--- src/get3x3_pkg.sv ---
package get3x3_pkg;

	localparam int MAX_WIDTH   = 1024;
	localparam int COL_W       = $clog2(MAX_WIDTH);
	localparam int ROW_W       = 16;
	localparam int PIX_W       = 8;
	localparam int THR_W       = 11;
	localparam int WID_W       = 11;
	localparam int CFG_IDX_W   = 2;
	localparam int CFG_DATA_W  = 16;
	localparam int QUEUE_DEPTH = 2;

	// gradient arithmetic: sums reach +/-1020, squares stay below 2^20
	localparam int SUM_W = 10;
	localparam int GRAD_W = 11;
	localparam int SQ_W  = 20;
	localparam int MAG_W = 21;
	localparam int LIM_W = 23;

	localparam logic [PIX_W-1:0] EDGE_ON  = 8'd255;
	localparam logic [PIX_W-1:0] EDGE_OFF = 8'd0;

	localparam logic [THR_W-1:0] THR_RESET    = 11'd80;
	localparam logic [WID_W-1:0] WIDTH_RESET  = 11'd640;
	localparam logic [ROW_W-1:0] HEIGHT_RESET = 16'd480;

	typedef logic [PIX_W-1:0] pix_t;

	typedef enum logic [CFG_IDX_W-1:0] {
		CFG_OPERATOR_MODE,
		CFG_EDGE_THRESHOLD,
		CFG_IMAGE_WIDTH,
		CFG_IMAGE_HEIGHT
	} cfg_reg_t;

	typedef struct packed {
		logic             restart;
		logic [WID_W-1:0] image_width;
		logic [ROW_W-1:0] image_height;
	} geom_cfg_t;

	typedef struct packed {
		logic             operator_mode;
		logic [THR_W-1:0] edge_threshold;
	} kern_cfg_t;

	// window without its centre, p<row><col>, col 0 oldest
	typedef struct packed {
		pix_t p00;
		pix_t p10;
		pix_t p20;
		pix_t p01;
		pix_t p21;
		pix_t p02;
		pix_t p12;
		pix_t p22;
		logic last;
	} win_item_t;

endpackage

--- src/get3x3_queue.sv ---
module get3x3_queue (
	input  logic                  clk,
	input  logic                  arst_n,
	input  logic                  push,
	input  get3x3_pkg::win_item_t push_item,
	output logic                  push_ready,
	input  logic                  pop,
	output logic                  pop_valid,
	output get3x3_pkg::win_item_t pop_item
);

	localparam int DEPTH = get3x3_pkg::QUEUE_DEPTH;
	localparam int PTR_W = (DEPTH > 1) ? $clog2(DEPTH) : 1;
	localparam int CNT_W = $clog2(DEPTH + 1);

	get3x3_pkg::win_item_t mem_q [DEPTH];

	logic [PTR_W-1:0] wr_ptr_q;
	logic [PTR_W-1:0] rd_ptr_q;
	logic [CNT_W-1:0] cnt_q;

	assign push_ready = (cnt_q != CNT_W'(DEPTH));
	assign pop_valid  = (cnt_q != '0);
	assign pop_item   = mem_q[rd_ptr_q];

	always_ff @(posedge clk or negedge arst_n) begin
		if (!arst_n) begin
			wr_ptr_q <= '0;
			rd_ptr_q <= '0;
			cnt_q    <= '0;
		end else begin
			if (push) begin
				wr_ptr_q <= (wr_ptr_q == PTR_W'(DEPTH - 1)) ? '0 : wr_ptr_q + 1'b1;
			end
			if (pop) begin
				rd_ptr_q <= (rd_ptr_q == PTR_W'(DEPTH - 1)) ? '0 : rd_ptr_q + 1'b1;
			end
			if (push && !pop) begin
				cnt_q <= cnt_q + 1'b1;
			end else if (pop && !push) begin
				cnt_q <= cnt_q - 1'b1;
			end
		end
	end

	always_ff @(posedge clk) begin
		if (push) begin
			mem_q[wr_ptr_q] <= push_item;
		end
	end

	a_no_overflow: assert property (@(posedge clk) disable iff (!arst_n)
		!(push && cnt_q == CNT_W'(DEPTH)))
		else $error("push into a full queue");

	a_no_underflow: assert property (@(posedge clk) disable iff (!arst_n)
		!(pop && cnt_q == '0))
		else $error("pop from an empty queue");

endmodule

--- config.mk ---
export PLATFORM = sky130hd
export DESIGN_NAME = get3x3_queue
export DESIGN_NICKNAME = d
export VERILOG_FILES = /design/src/get3x3_pkg.sv /design/src/get3x3_queue.sv
export SDC_FILE = /design/constraint.sdc
export NUM_CORES = 1
export LEC_CHECK = 0
export BUFFER_PORTS_ARGS = -buffer_cell sky130_fd_sc_hd__buf_2
export CAP_MARGIN = 20
export CORE_UTILIZATION = 52
export CTS_CLUSTER_SIZE = 20
export DETAILED_ROUTE_END_ITERATION = 10
export GPL_ROUTABILITY_DRIVEN = 0
export PLACE_DENSITY = 0.81
export SKIP_LAST_GASP = 1
export SLEW_MARGIN = 20
export SYNTH_ARGS = -nofsm -noshare
export SYNTH_HDL_FRONTEND = slang
export SYNTH_SLANG_ARGS = --single-unit
--- constraint.sdc ---
create_clock -name clk -period 4.6 [get_ports clk]
set_input_delay 0 -clock clk [delete_from_list [all_inputs] [get_ports clk]]
set_output_delay 0 -clock clk [all_outputs]
set_load 0.05 [all_outputs]
* Word level (Yosys, flattened, before mapping)
Memories as Yosys holds them, arrays and structs flattened.
Index checks and enable logic that the tools add are counted.
** Operators by class
- Add/subtract/negate cells :: 4
- Eq/ne operators :: 1
- Mux-type cells :: 6
- Reductions and logical operators :: 6
** Operator list (number)
- $mux 1 :: 4
- $mux 2 :: 2
- $reduce_bool 2->1 :: 2
- $add 1x1->1 const B :: 2
- $add 2x1->2 const B :: 1
- $logic_and 1x1->1 :: 2
- $logic_not 1->1 :: 2
- $ne 2x2->1 const B :: 1
- $sub 2x1->2 const B :: 1
** Storage, ports and cells
- Flip-flop bits (word level) :: 4
- Memory bits (writable) :: 130
- Input bits :: 69
- Output and inout bits :: 67
- Word-level logic and storage cells :: 21
- Memories :: 1
** Memories
- mem_q :: depth 2, bits a word 65, read ports 1, clocked after memory_dff 0, write ports 1, line get3x3_queue.sv:16 : get3x3_pkg::win_item_t mem_q [DEPTH];

* Depth between registers and ports, before layout
- Word-level depth :: 4
- Depth in mapped cells :: 5
- Gate-level depth less buffers :: 5

* Worst setup path after synthesis
No wires, ideal clock.
- Path kind :: register to register
- Start point :: register wr_ptr_q
- End point :: memory mem_q[0][0] (netlist bit), enable pin
- Setup time :: 0.496 ns
- Arrival time :: 3.291 ns
- Required time :: 4.104 ns
- Path slack :: 0.813 ns
- Cell stages (with the launch flop) :: 2
- Buffers on the path :: 0
- Clock period less this slack :: 3.787 ns
- Cells stage by stage :: dfrtp_1 > nor2b_1
** RTL lines
- start: declaration :: line get3x3_queue.sv:18 : logic [PTR_W-1:0] wr_ptr_q;
- start signal: assignment :: line get3x3_queue.sv:33 : wr_ptr_q <= (wr_ptr_q == PTR_W'(DEPTH - 1)) ? '0 : wr_ptr_q + 1'b1;
- end: declaration :: line get3x3_queue.sv:16
No word-level cell before the write port.

==> impl_metrics.prom <==
# TYPE chip_impl_metric gauge
chip_impl_metric{name="yosys.area_share.adder",unit=""} 0.00248
chip_impl_metric{name="critical_path_arrival",unit="ns"} 2.33
chip_impl_metric{name="synth.mux.area_fraction",unit=""} 0.175
chip_impl_metric{name="synth_cell_types",unit=""} 15
chip_impl_info{name="r2r_start",value="wr_ptr_q"} 1
chip_impl_metric{name="synth-compound-area-share",unit=""} 0
chip_impl_info{name="reg2reg_to",value="mem_q[0][20]"} 1
chip_impl_metric{name="syn2layout_area_growth",unit="%"} 41.4
chip_impl_metric{name="timing.final.setup_violations",unit=""} 0
chip_impl_metric{name="setup_tns",unit="ns"} 0
chip_impl_metric{name="relSlewSlack",unit=""} 0.272
chip_impl_metric{name="post_route_cells_drive_above_1_share",unit=""} 0.526
chip_impl_metric{name="final.setup_skew",unit="ns"} 0.00790
chip_impl_metric{name="grt_use_met3",unit=""} 0.0548
chip_impl_metric{name="hold_path_depth",unit=""} 2
chip_impl_metric{name="route.final.wire_length",unit="mm"} 9.29
chip_impl_metric{name="synth_area_per_cell",unit="sq um"} 23.1
chip_impl_metric{name="cts_max_level",unit=""} 4
chip_impl_metric{name="fin_crit",unit="ns"} 2.33
chip_impl_info{name="nature_of_the_critical_path_startpoint",value="register"} 1
chip_impl_info{name="critPathSlowestCell",value="dfrtp_4"} 1
chip_impl_info{name="grt-busiest-layer",value="met2"} 1
chip_impl_info{name="min_path_type",value="in -> reg"} 1
chip_impl_metric{name="slowest_delay",unit="ns"} 1.16
chip_impl_metric{name="r2r_slack",unit="ns"} 2.48
chip_impl_info{name="endpoint_kind",value="primary output"} 1
chip_impl_info{name="cts_tree",value="built"} 1
chip_impl_info{name="cp_cell_sequence",value="mux2_2 > buf_2"} 1
chip_impl_info{name="min-delay-start",value="push_item[13]"} 1
chip_impl_metric{name="drt_iter0_markers",unit=""} 91
chip_impl_metric{name="cells_after_synth",unit=""} 218
chip_impl_metric{name="clock_sink_count",unit=""} 134
chip_impl_metric{name="fin_ws",unit="ns"} 2.27
chip_impl_metric{name="synth.yosys.warnings",unit=""} 0
chip_impl_metric{name="top_level_ports",unit=""} 136
chip_impl_metric{name="total_cts_buffers",unit=""} 17
chip_impl_metric{name="globalRouteMet2Util",unit=""} 0.331
chip_impl_metric{name="path_max_fanout",unit=""} 66
chip_impl_metric{name="post_drt_via_cell_ratio",unit=""} 4.78
chip_impl_metric{name="syn_nets",unit=""} 288
chip_impl_info{name="whs_endpoint",value="mem_q[1][13]"} 1
chip_impl_metric{name="initial_core_util",unit=""} 0.540
chip_impl_metric{name="placementRows",unit=""} 35
chip_impl_info{name="run_status",value="finished, final reports clean"} 1
chip_impl_metric{name="clk_pin_slew_worst_setup_hold_paths",unit="ns"} 0.06
chip_impl_metric{name="p_leak",unit="nW"} 2.85
chip_impl_metric{name="finalHoldViolations",unit=""} 0
chip_impl_metric{name="dp_hpwl",unit="mm"} 5.09
chip_impl_metric{name="place_worst_setup_slack",unit="ns"} 2.45
chip_impl_metric{name="cts-hold-fix-buffers",unit=""} 69
chip_impl_metric{name="synth_xor_area_frac",unit=""} 0.00869
chip_impl_metric{name="wire_per_inst",unit="um"} 16.1
chip_impl_metric{name="post-layout-total-power",unit="mW"} 5.01
chip_impl_metric{name="synth_simple_gate_area_frac",unit=""} 0.00571
chip_impl_info{name="grt_setup_unrepaired",value="false"} 1
chip_impl_metric{name="grt_antenna_before_repair",unit=""} 0
chip_impl_info{name="setup.worst_path.class",value="reg -> out"} 1
chip_impl_metric{name="seq_area_frac_synth",unit=""} 0.794
chip_impl_metric{name="tightest_slew",unit="ns"} 1.09
chip_impl_metric{name="die_height",unit="um"} 100
chip_impl_metric{name="final_nets",unit=""} 506
chip_impl_metric{name="first_global_vias",unit=""} 2917
chip_impl_metric{name="vdd.ir_drop.worst",unit="V"} 0.000527
chip_impl_metric{name="route.antenna.remaining_nets",unit=""} 0
chip_impl_metric{name="vias",unit=""} 2753
chip_impl_metric{name="powerDensity",unit="mW/mm^2"} 702
chip_impl_metric{name="timing.reg2reg.worst_path_depth",unit=""} 2
chip_impl_metric{name="detail_route.first_pass.iterations",unit=""} 4
chip_impl_metric{name="timing.max_cap.violations",unit=""} 0
chip_impl_metric{name="core",unit="sq mm"} 0.00933
chip_impl_metric{name="drc_errors",unit=""} 0
chip_impl_metric{name="grt_pass1_wl",unit="mm"} 14.1
chip_impl_metric{name="dieArea",unit="sq mm"} 0.0101
chip_impl_metric{name="crit_buf_inv",unit=""} 1
chip_impl_metric{name="grt_util_all_layers",unit=""} 0.192
chip_impl_metric{name="antenna_cells_inserted",unit=""} 0
chip_impl_metric{name="fmax",unit="GHz"} 0.430
chip_impl_metric{name="final.period_utilization",unit=""} 0.506
chip_impl_metric{name="synth_area",unit="sq mm"} 0.00504
chip_impl_metric{name="clock_insertion_delay_worst_skew",unit="ns"} 0.50
chip_impl_metric{name="final_max_slew_viol_count",unit=""} 0
chip_impl_info{name="cts.root.buffer_cell",value="clkbuf_8"} 1
chip_impl_metric{name="placement.io_buffers",unit=""} 135
chip_impl_info{name="cp_top_family",value="flip-flops"} 1
chip_impl_metric{name="met1_usage_grt",unit=""} 0.225
chip_impl_metric{name="number_of_cells_upsized_or_downsized_after_cts",unit=""} 0
chip_impl_metric{name="cts_post_setup_buffers_inserted",unit=""} 0
chip_impl_metric{name="synth_seq_cells",unit=""} 134
chip_impl_metric{name="cts_buffer_depth",unit=""} 2
chip_impl_metric{name="die_x",unit="um"} 100
chip_impl_metric{name="grt_remaining_overflow",unit=""} 0
chip_impl_info{name="synth_top_family_by_area",value="multiplexers"} 1
chip_impl_metric{name="pin_count_of_the_biggest_net_entering_global_routing",unit=""} 67
chip_impl_metric{name="critPathRequiredTime",unit="ns"} 4.60
==> how the worst max path moves through the flow <==
stage                         from            to  cells after the start
after floorplan           wr_ptr_q   mem_q[0][0]                      1
after global placement    wr_ptr_q  mem_q[0][57]                      2
after detailed placement  wr_ptr_q  mem_q[0][58]                      2
after CTS                 rd_ptr_q  pop_item[50]                      2
after global routing      rd_ptr_q  pop_item[64]                      2
final                     rd_ptr_q  pop_item[59]                      2
==> power by group <==
group / leakage [nW] / switching [mW] / total (mW) / internal (mW)
clock network: 0.283 / 0.482 / 1.35 / 0.872
logic: 1.31 / 1.21 / 1.82 / 0.614
registers: 1.27 / 0.207 / 1.83 / 1.62
==> layout by cell type (no fill, tap or decap) <==
master	instances
inv_6	1
nand2b_1	1
clkinv_4	2
bufinv_16	4
clkinv_1	1
nor2b_4	1
dfrtp_1	3
xor2_1	4
clkinvlp_4	3
ha_1	1
dlygate4sd3_1	69
mux2_4	40
and2_2	1
dfrtp_4	1
xnor2_1	1
clkbuf_8	1
or2_2	1
inv_1	1
buf_4	2
buf_2	135
clkbuf_16	16
mux2_2	25
edfxtp_1	130
nor2_1	1
clkinv_2	2
==> sequential cells by signal (all words and copies together), names as in the netlist <==
name and cells:
cnt_q 2, mem_q 130, wr_ptr_q 1, rd_ptr_q 1
==> logic make-up after synthesis <==
kind of cell,Yosys count
multiplexers,65
flip-flops,134
buffers and inverters,8
XOR/XNOR,5
AND/OR/NAND/NOR,5
adder cells (fa/ha/maj),1
==> layer usage <==
layer / up-vias / part of all wire / routed length, um
li1: 1301 / - / -
met1: 1335 / 0.42 / 3900
met2: 106 / 0.52 / 4790
met3: 11 / 0.052 / 484
met4: 0 / 0.012 / 113
met5: - / 0 / 0
==> metrics by stage <==
stage | hold slack, ns | instances | util | area [sq um]
after floorplan | -0.296 | 218 | - | 5040
after global placement | -0.190 | 477 | 0.626 | 5840
after detailed placement | -0.190 | 477 | 0.626 | 5840
after CTS | 0.190 | 576 | 0.764 | 7130
after global routing | 0.199 | 576 | 0.764 | 7130
final | 0.217 | 576 | 0.764 | 7130
==> layout make-up <==
cell class,count,area (sq um)
Sequential cell,134,4010
Fill cell,540,2200
Timing Repair Buffer,206,1380
Multi-Input combinational cell,76,976
Clock buffer,17,414
Clock inverter,13,183
Tap cell,129,161
Inverter,1,3.75
==> cell usage after synthesis <==
cell type  count  area (sq um)
edfxtp_1     130          3900
mux2_4        40           601
mux2_2        25           282
buf_6          5          56.3
dfrtp_1        4           100
xor2_1         4          35.0
buf_2          2          10.0
and2_1         1          6.26
ha_1           1          12.5
inv_1          1          3.75
nand2b_1       1          6.26
nor2_1         1          3.75
nor2b_1        1          6.26
or2_2          1          6.26
xnor2_1        1          8.76
Note: power is estimated with default switching activity, not from simulation.
