### src/get3x3_pkg.sv
package get3x3_pkg;

	localparam int MAX_WIDTH   = 1024;
	localparam int COL_W       = $clog2(MAX_WIDTH);
	localparam int ROW_W       = 16;
	localparam int PIX_W       = 8;
	localparam int THR_W       = 11;
	localparam int WID_W       = 11;
	localparam int CFG_IDX_W   = 2;
	localparam int CFG_DATA_W  = 16;
	localparam int QUEUE_DEPTH = 2;

	// gradient arithmetic: sums reach +/-1020, squares stay below 2^20
	localparam int SUM_W = 10;
	localparam int GRAD_W = 11;
	localparam int SQ_W  = 20;
	localparam int MAG_W = 21;
	localparam int LIM_W = 23;

	localparam logic [PIX_W-1:0] EDGE_ON  = 8'd255;
	localparam logic [PIX_W-1:0] EDGE_OFF = 8'd0;

	localparam logic [THR_W-1:0] THR_RESET    = 11'd80;
	localparam logic [WID_W-1:0] WIDTH_RESET  = 11'd640;
	localparam logic [ROW_W-1:0] HEIGHT_RESET = 16'd480;

	typedef logic [PIX_W-1:0] pix_t;

	typedef enum logic [CFG_IDX_W-1:0] {
		CFG_OPERATOR_MODE,
		CFG_EDGE_THRESHOLD,
		CFG_IMAGE_WIDTH,
		CFG_IMAGE_HEIGHT
	} cfg_reg_t;

	typedef struct packed {
		logic             restart;
		logic [WID_W-1:0] image_width;
		logic [ROW_W-1:0] image_height;
	} geom_cfg_t;

	typedef struct packed {
		logic             operator_mode;
		logic [THR_W-1:0] edge_threshold;
	} kern_cfg_t;

	// window without its centre, p<row><col>, col 0 oldest
	typedef struct packed {
		pix_t p00;
		pix_t p10;
		pix_t p20;
		pix_t p01;
		pix_t p21;
		pix_t p02;
		pix_t p12;
		pix_t p22;
		logic last;
	} win_item_t;

endpackage

### src/get3x3_back.sv
module get3x3_back (
	input  logic                  clk,
	input  logic                  arst_n,
	input  get3x3_pkg::kern_cfg_t kcfg,
	input  logic                  q_valid,
	input  get3x3_pkg::win_item_t q_item,
	output logic                  q_pop,
	output logic                  out_valid,
	input  logic                  out_stall,
	output get3x3_pkg::pix_t      edge_value,
	output logic                  frame_last
);

	localparam int SUM_W  = get3x3_pkg::SUM_W;
	localparam int GRAD_W = get3x3_pkg::GRAD_W;
	localparam int SQ_W   = get3x3_pkg::SQ_W;
	localparam int MAG_W  = get3x3_pkg::MAG_W;
	localparam int LIM_W  = get3x3_pkg::LIM_W;
	localparam int THR_W  = get3x3_pkg::THR_W;

	logic                     b1_valid_q;
	logic signed [GRAD_W-1:0] sx_s1;
	logic signed [GRAD_W-1:0] sy_s1;
	logic                     last_s1;

	logic                     b2_valid_q;
	logic [SQ_W-1:0]          sqx_s2;
	logic [SQ_W-1:0]          sqy_s2;
	logic                     last_s2;

	logic                     out_valid_q;
	get3x3_pkg::pix_t         edge_q;
	logic                     last_q;

	logic [LIM_W-1:0]         lim_q;

	logic                     out_ready;
	logic                     b2_ready;
	logic                     b1_ready;

	logic [SUM_W-1:0]         sx_pos;
	logic [SUM_W-1:0]         sx_neg;
	logic [SUM_W-1:0]         sy_pos;
	logic [SUM_W-1:0]         sy_neg;
	logic [SUM_W-1:0]         k_p12;
	logic [SUM_W-1:0]         k_p10;
	logic [SUM_W-1:0]         k_p21;
	logic [SUM_W-1:0]         k_p01;
	logic signed [2*GRAD_W-1:0] sqx_full;
	logic signed [2*GRAD_W-1:0] sqy_full;
	logic [MAG_W-1:0]         mag2;
	logic [THR_W:0]           thr_p1;
	logic [2*THR_W+1:0]       lim_full;

	assign out_ready = !out_valid_q || !out_stall;
	assign b2_ready  = !b2_valid_q || out_ready;
	assign b1_ready  = !b1_valid_q || b2_ready;
	assign q_pop     = q_valid && b1_ready;

	// centre weight 1 for Prewitt, 2 for Sobel
	function automatic logic [SUM_W-1:0] weigh(input logic prewitt, input get3x3_pkg::pix_t p);
		weigh = prewitt ? {2'b00, p} : {1'b0, p, 1'b0};
	endfunction

	assign k_p12 = weigh(kcfg.operator_mode, q_item.p12);
	assign k_p10 = weigh(kcfg.operator_mode, q_item.p10);
	assign k_p21 = weigh(kcfg.operator_mode, q_item.p21);
	assign k_p01 = weigh(kcfg.operator_mode, q_item.p01);

	assign sx_pos = {2'b00, q_item.p02} + k_p12 + {2'b00, q_item.p22};
	assign sx_neg = {2'b00, q_item.p00} + k_p10 + {2'b00, q_item.p20};
	assign sy_pos = {2'b00, q_item.p20} + k_p21 + {2'b00, q_item.p22};
	assign sy_neg = {2'b00, q_item.p00} + k_p01 + {2'b00, q_item.p02};

	assign sqx_full = sx_s1 * sx_s1;
	assign sqy_full = sy_s1 * sy_s1;
	assign mag2     = {1'b0, sqx_s2} + {1'b0, sqy_s2};

	assign thr_p1   = {1'b0, kcfg.edge_threshold} + 1'b1;
	assign lim_full = thr_p1 * thr_p1;

	always_ff @(posedge clk or negedge arst_n) begin
		if (!arst_n) begin
			b1_valid_q  <= 1'b0;
			b2_valid_q  <= 1'b0;
			out_valid_q <= 1'b0;
		end else begin
			if (b1_ready) begin
				b1_valid_q <= q_valid;
			end
			if (b2_ready) begin
				b2_valid_q <= b1_valid_q;
			end
			if (out_ready) begin
				out_valid_q <= b2_valid_q;
			end
		end
	end

	always_ff @(posedge clk) begin
		// squared threshold is registered from the threshold config register, so it settles after a write
		lim_q <= lim_full[LIM_W-1:0];
		if (b1_ready && q_valid) begin
			sx_s1   <= $signed({1'b0, sx_pos}) - $signed({1'b0, sx_neg});
			sy_s1   <= $signed({1'b0, sy_pos}) - $signed({1'b0, sy_neg});
			last_s1 <= q_item.last;
		end
		if (b2_ready && b1_valid_q) begin
			sqx_s2  <= sqx_full[SQ_W-1:0];
			sqy_s2  <= sqy_full[SQ_W-1:0];
			last_s2 <= last_s1;
		end
		if (out_ready && b2_valid_q) begin
			edge_q <= ({{(LIM_W-MAG_W){1'b0}}, mag2} >= lim_q) ?
				get3x3_pkg::EDGE_ON : get3x3_pkg::EDGE_OFF;
			last_q <= last_s2;
		end
	end

	assign out_valid  = out_valid_q;
	assign edge_value = edge_q;
	assign frame_last = last_q;

	a_b2_drain: assert property (@(posedge clk) disable iff (!arst_n)
		b2_valid_q && out_ready |=> out_valid_q)
		else $error("result lost between square stage and output register");

	a_b1_hold: assert property (@(posedge clk) disable iff (!arst_n)
		b1_valid_q && !b2_ready |=> b1_valid_q && $stable(sx_s1) && $stable(sy_s1))
		else $error("gradient stage overwritten while blocked");

endmodule

### config.mk
export PLATFORM = sky130hd
export DESIGN_NAME = get3x3_back
export DESIGN_NICKNAME = d
export VERILOG_FILES = /design/src/get3x3_pkg.sv /design/src/get3x3_back.sv
export SDC_FILE = /design/constraint.sdc
export NUM_CORES = 1
export LEC_CHECK = 0
export ABC_AREA = 1
export BUFFER_PORTS_ARGS = -buffer_cell sky130_fd_sc_hd__buf_2
export CAP_MARGIN = 40
export CORE_ASPECT_RATIO = 0.6
export CORE_MARGIN = 2
export CORE_UTILIZATION = 60
export DETAILED_ROUTE_END_ITERATION = 12
export PLACE_DENSITY = 0.78
export SKIP_LAST_GASP = 1
export SLEW_MARGIN = 20
export SYNTH_ARGS = -nofsm -noshare
export SYNTH_HDL_FRONTEND = slang
export SYNTH_SLANG_ARGS = --single-unit
### constraint.sdc
create_clock -name clk -period 11.4 [get_ports clk]
set_input_delay 1.14 -clock clk [delete_from_list [all_inputs] [get_ports clk]]
set_output_delay 1.14 -clock clk [all_outputs]
set_load 0.005 [all_outputs]
== Word-level counts from Yosys, hierarchy flattened ==
Index checks and enable logic that the tools add are counted.

* Flip-flop bits (word level): 99
* Bits of input ports: 81
* Output and inout port bits: 11

* $add $sub $neg: 12
* $mul: 3
* Order comparisons: 1
* Multiplexer cells: 5
* Reduce and logical (&&, ||, !) cells: 10

{| class="wikitable"
|+ Operators with widths
! cell !! count
|-
| 10-bit by 8-bit adder with 10-bit output || 4
|-
| 8-bit by 9-bit adder with 10-bit output || 4
|-
| 11-bit by 11-bit multiplier with 20-bit output || 2
|-
| 9-bit 2-to-1 mux || 4
|-
| 21-bit by 23-bit >= comparator with 1-bit output || 1
|-
| 12-bit by 12-bit multiplier with 23-bit output || 1
|-
| 10-bit by 10-bit subtractor with 11-bit output || 2
|-
| 20-bit by 20-bit adder with 21-bit output || 1
|-
| 11-bit by 1-bit adder with 12-bit output (second input constant) || 1
|-
| 8-bit 2-to-1 mux || 1
|-
| 1-bit zero test || 4
|-
| 1-bit logical AND || 3
|-
| 1-bit logical OR || 3
|}

== Depth between registers and ports, before layout ==
* Depth in word-level cells: 5
* Gate-level depth with buffers: 32

== Least setup slack after synthesis ==
OpenSTA, ideal clock, no wires.

* Path type: input -> register
* Start: in kcfg[0] (netlist name)
* End: reg lim_q[22]
* Arrival time: 5,710 ps
* Path slack: 5,578 ps
* Stages: 28
* Path buffers: 0
* Cells stage by stage: ha_1 nand2_1 inv_1 nand2_1 o21ai_0 nand2_1 nor2_1 inv_1 fa_1 inv_1 fa_1 inv_1 fa_1 inv_1 fa_1 inv_1 fa_1 inv_1 ha_1 nand2_1 inv_1 nand2_1 nor3_1 nand3_1 nand3_1 inv_1 nand2_1 nand2_1

* Word-level cells in the longest chain between the ends: 2

{| class="wikitable"
|+ Ends and longest elaborated chain
! item !! RTL line !! RTL
|-
| start: declaration || get3x3_back.sv:4 || <nowiki>input get3x3_pkg::kern_cfg_t kcfg,</nowiki>
|-
| 11-bit by 1-bit adder with 12-bit output || get3x3_back.sv:79 || <nowiki>assign thr_p1 = {1'b0, kcfg.edge_threshold} + 1'b1;</nowiki>
|-
| 12-bit by 12-bit multiplier with 23-bit output || get3x3_back.sv:80 || <nowiki>assign lim_full = thr_p1 * thr_p1;</nowiki>
|-
| named net lim_full[22] || get3x3_back.sv:53 || <nowiki>logic [2*THR_W+1:0] lim_full;</nowiki>
|-
| end signal: assignment || get3x3_back.sv:102 || <nowiki>lim_q <= lim_full[LIM_W-1:0];</nowiki>
|-
| end: declaration || get3x3_back.sv:35 || <nowiki>logic [LIM_W-1:0] lim_q;</nowiki>
|}

The timed path passes the listed nets, and every way through them passes these cells.
A chain may end at the register's enable or synchronous reset.

== Worst setup path in the final report ==
Same ends and word-level chain as after synthesis.

==> out/metrics.yaml <==
clock_network:
  clock_path_buffers: 2
  numCtsBuffers: 9
  insertion_delay_ns: 0.37
  ctsResizeCount: 0
  clkTransAtPathRegs_ns: 0.07
  htree_num_levels: 3
  post_cts_buffers: 0
  hold_buffers: 0
  cts_tree: "built"
  clockRootBuffer: "clkbuf_16"
  cts_sinks: 89
yosys:
  avgSynthCellArea_um2: 8.15
  syn_inst: 2353
  netlist.area_leader.share: 0.351
  yosysTopAreaCell: "fa_1"
  synth_edf_count: 64
  yosysMostFrequentCell: "inv_1"
  async_flop_share: 0.0337
  yosys_warnings: 0
  synth-seq-area-share: 0.127
  syn_area_mm2: 0.0192
  synthTopCellsByCount: "inv_1 (671), nand2_1 (479), fa_1 (336)"
  yosysUniqueCellTypes: 41
  ys_seq_elements: 89
  netlist_top_cells_area: "fa_1 (35%), inv_1 (13%), ha_1 (13%)"
  synth-main-ff-cell: "edfxtp_1"
layout:
  area_delta_synth_final_pct: 5.71
  layout-drive-gt1-share: 0.0552
  antenna_cells: 0
  final_cells: 2842
  final_nets: 3036
place:
  gp_congestion: 0.956
  dp.final_hpwl_um: 39600
  port-buffer-count: 91
  post-place-cells: 2826
global_routing:
  grt_overflow: 0
  grtUsageTotal: 0.286
  grt_max_degree: 41
  antenna_found_initial: 1
  first_global_vias: 15100
  grt_pass1_wl_um: 75800
floorplanning:
  coreArea_mm2: 0.0313
  dieArea_mm2: 0.0334
  pin_count: 92
  start_util: 0.612
  die_w_um: 235
  chipHeight_um: 142
  fp-row-count: 50
detailed_routing:
  wire_per_inst_um: 15.9
  antenna_left: 0
  num_vias: 14800
  drt-pass1-iter-count: 6
  wl_um: 45100
  via_per_inst: 5.21
  first_iter_violations: 1305
  drc: 0
min_path:
  holdCritPathClass: "reg -> reg"
timing:
  hold_viol_final: 0
  period_needed_ns: 6.28
  rsz0062_at_grt: "no"
  final_max_slew_viol_count: 0
  max_freq_mhz: 159
  setup-violations-final: 0
  fin_crit_sh: 0.551
  skew_ns: 0.0119
  worstMarginPinSlew_ns: 0.789
  maxSlewHeadroom: 0.474
  tns_ns: 0
  whs_ns: 0.431
worst_setup_path:
  worst-r2r-cell-count: 15
  crit_required_ns: 11.66
  arrival_ns: 6.54
  regToRegEndpoint: "sqx_s2[19]$_DFFE_PP_"
  reg2reg_slack_ns: 5.86
  cp-end-kind: "register"
  timing.rr.start: "sx_s1[10]$_DFFE_PP_"
  worstSetupPathType: "in -> reg"
  critPathLaunch: "kcfg[0]"
  endpoint: "lim_q[22]$_DFF_P_"
  worstPathMaxFanout: 11
  start_kind: "input pin"
run_status:
  status: "finished clean"
job:
  maxCapViolCount: 0
-- per-stage QoR --
stage | cell area (µm²) | utilization | worst slack (ns)
after global placement | 20000 | 0.638 | 4.93
after global routing | 20300 | 0.647 | 4.77
final | 20300 | 0.647 | 5.12
after detailed placement | 20000 | 0.638 | 4.81
after floorplan | 19200 | - | 5.58
after CTS | 20300 | 0.647 | 5.20
-- registers in the layout (all words and copies together) (netlist names), 11 cells and up --
register / flops
lim_q: 22
sqx_s2: 19
sqy_s2: 19
sx_s1: 11
sy_s1: 11
-- critical path: stages --
cell	delay, ns
buf_2	0.23
ha_1	0.21
nand2_1	0.08
nor2_1	0.13
nand2_1	0.10
nand2_1	0.34
inv_1	0.25
nand2_1	0.20
fa_1	0.44
fa_1	0.51
fa_1	0.54
inv_1	0.05
fa_1	0.47
inv_1	0.05
fa_1	0.47
inv_1	0.04
ha_1	0.35
nand2_1	0.16
inv_1	0.09
nand2_1	0.08
nor3_1	0.22
nand3_1	0.12
nand3_1	0.13
inv_1	0.05
nand2_1	0.05
nand2_1	0.05
-- how the worst min path moves through the flow --
| stage | startpoint | end | cells past startpoint | slack, ns |
|---|---|---|---|---|
| 2_1_floorplan | last_s2$_DFFE_PP_ | frame_last$_DFFE_PP_ | 0 | 0.40 |
| 3_3_place_gp | last_s2$_DFFE_PP_ | frame_last$_DFFE_PP_ | 0 | 0.41 |
| 3_5_place_dp | last_s1$_DFFE_PP_ | last_s2$_DFFE_PP_ | 0 | 0.42 |
| 4_1_cts | last_s1$_DFFE_PP_ | last_s2$_DFFE_PP_ | 0 | 0.43 |
| 5_1_grt | last_s1$_DFFE_PP_ | last_s2$_DFFE_PP_ | 0 | 0.44 |
| 6_report | last_s1$_DFFE_PP_ | last_s2$_DFFE_PP_ | 0 | 0.43 |
-- per-layer routing --
layer  routed length, µm  vias to the layer above  global-route usage
met5                  13                        -                   0
met4                 255                        2              0.0353
met3                4340                       25              0.0727
met2               18700                      547               0.415
met1               21900                     7129               0.442
li1                    -                     7102                   -
-- cell families (layout without fill, tap and decap cells) --
logic type | Yosys count | count (layout) | share of synthesized area
and+or+nand+nor | 753 | 753 | 0.163
buffers and inverters | 714 | 782 | 0.142
adders and majority gates | 534 | 534 | 0.480
AOI/OAI and AO/OA | 184 | 184 | 0.0512
DFF | 89 | 89 | 0.127
xor gates and xnor gates | 76 | 76 | 0.0357
other | 2 | 7 | 0.000392
muxes | 1 | 1 | 0.000522
-- cell usage in the layout, fill, tap and decap left out, types with 2 or more instances in the layout --
| master | n |
|---|---|
| o21ai_0 | 64 |
| a21boi_0 | 2 |
| o21a_1 | 4 |
| nor3_1 | 8 |
| edfxtp_1 | 64 |
| nand2_2 | 3 |
| a21oi_1 | 94 |
| nor2_1 | 132 |
| clkinv_4 | 2 |
| buf_4 | 2 |
| dfxtp_1 | 22 |
| or2_2 | 10 |
| nand3b_1 | 7 |
| conb_1 | 7 |
| nor2_4 | 8 |
| fa_1 | 336 |
| clkbuf_16 | 9 |
| nand2_1 | 479 |
| nand3_1 | 81 |
| inv_6 | 2 |
| o21bai_1 | 6 |
| ha_1 | 198 |
| buf_2 | 91 |
| nand4_1 | 18 |
| inv_1 | 671 |
| a21o_1 | 7 |
| dfrtp_1 | 3 |
| nor4_1 | 3 |
| xnor2_1 | 18 |
| xor2_1 | 57 |
| inv_4 | 2 |
| o21ai_1 | 2 |
-- layout make-up --
type	instances	area, µm²
clock buffer	10	229
multi-input combinational	1555	14000
timing repair buffer	93	470
inverter	673	2530
sequential	89	2440
tap	416	520
fill	2667	11100
clock inverter	6	47.5
Power is left out: the tool's default activity adds up to more than one toggle a clock period on the data nets, which glitch-free logic cannot reach.
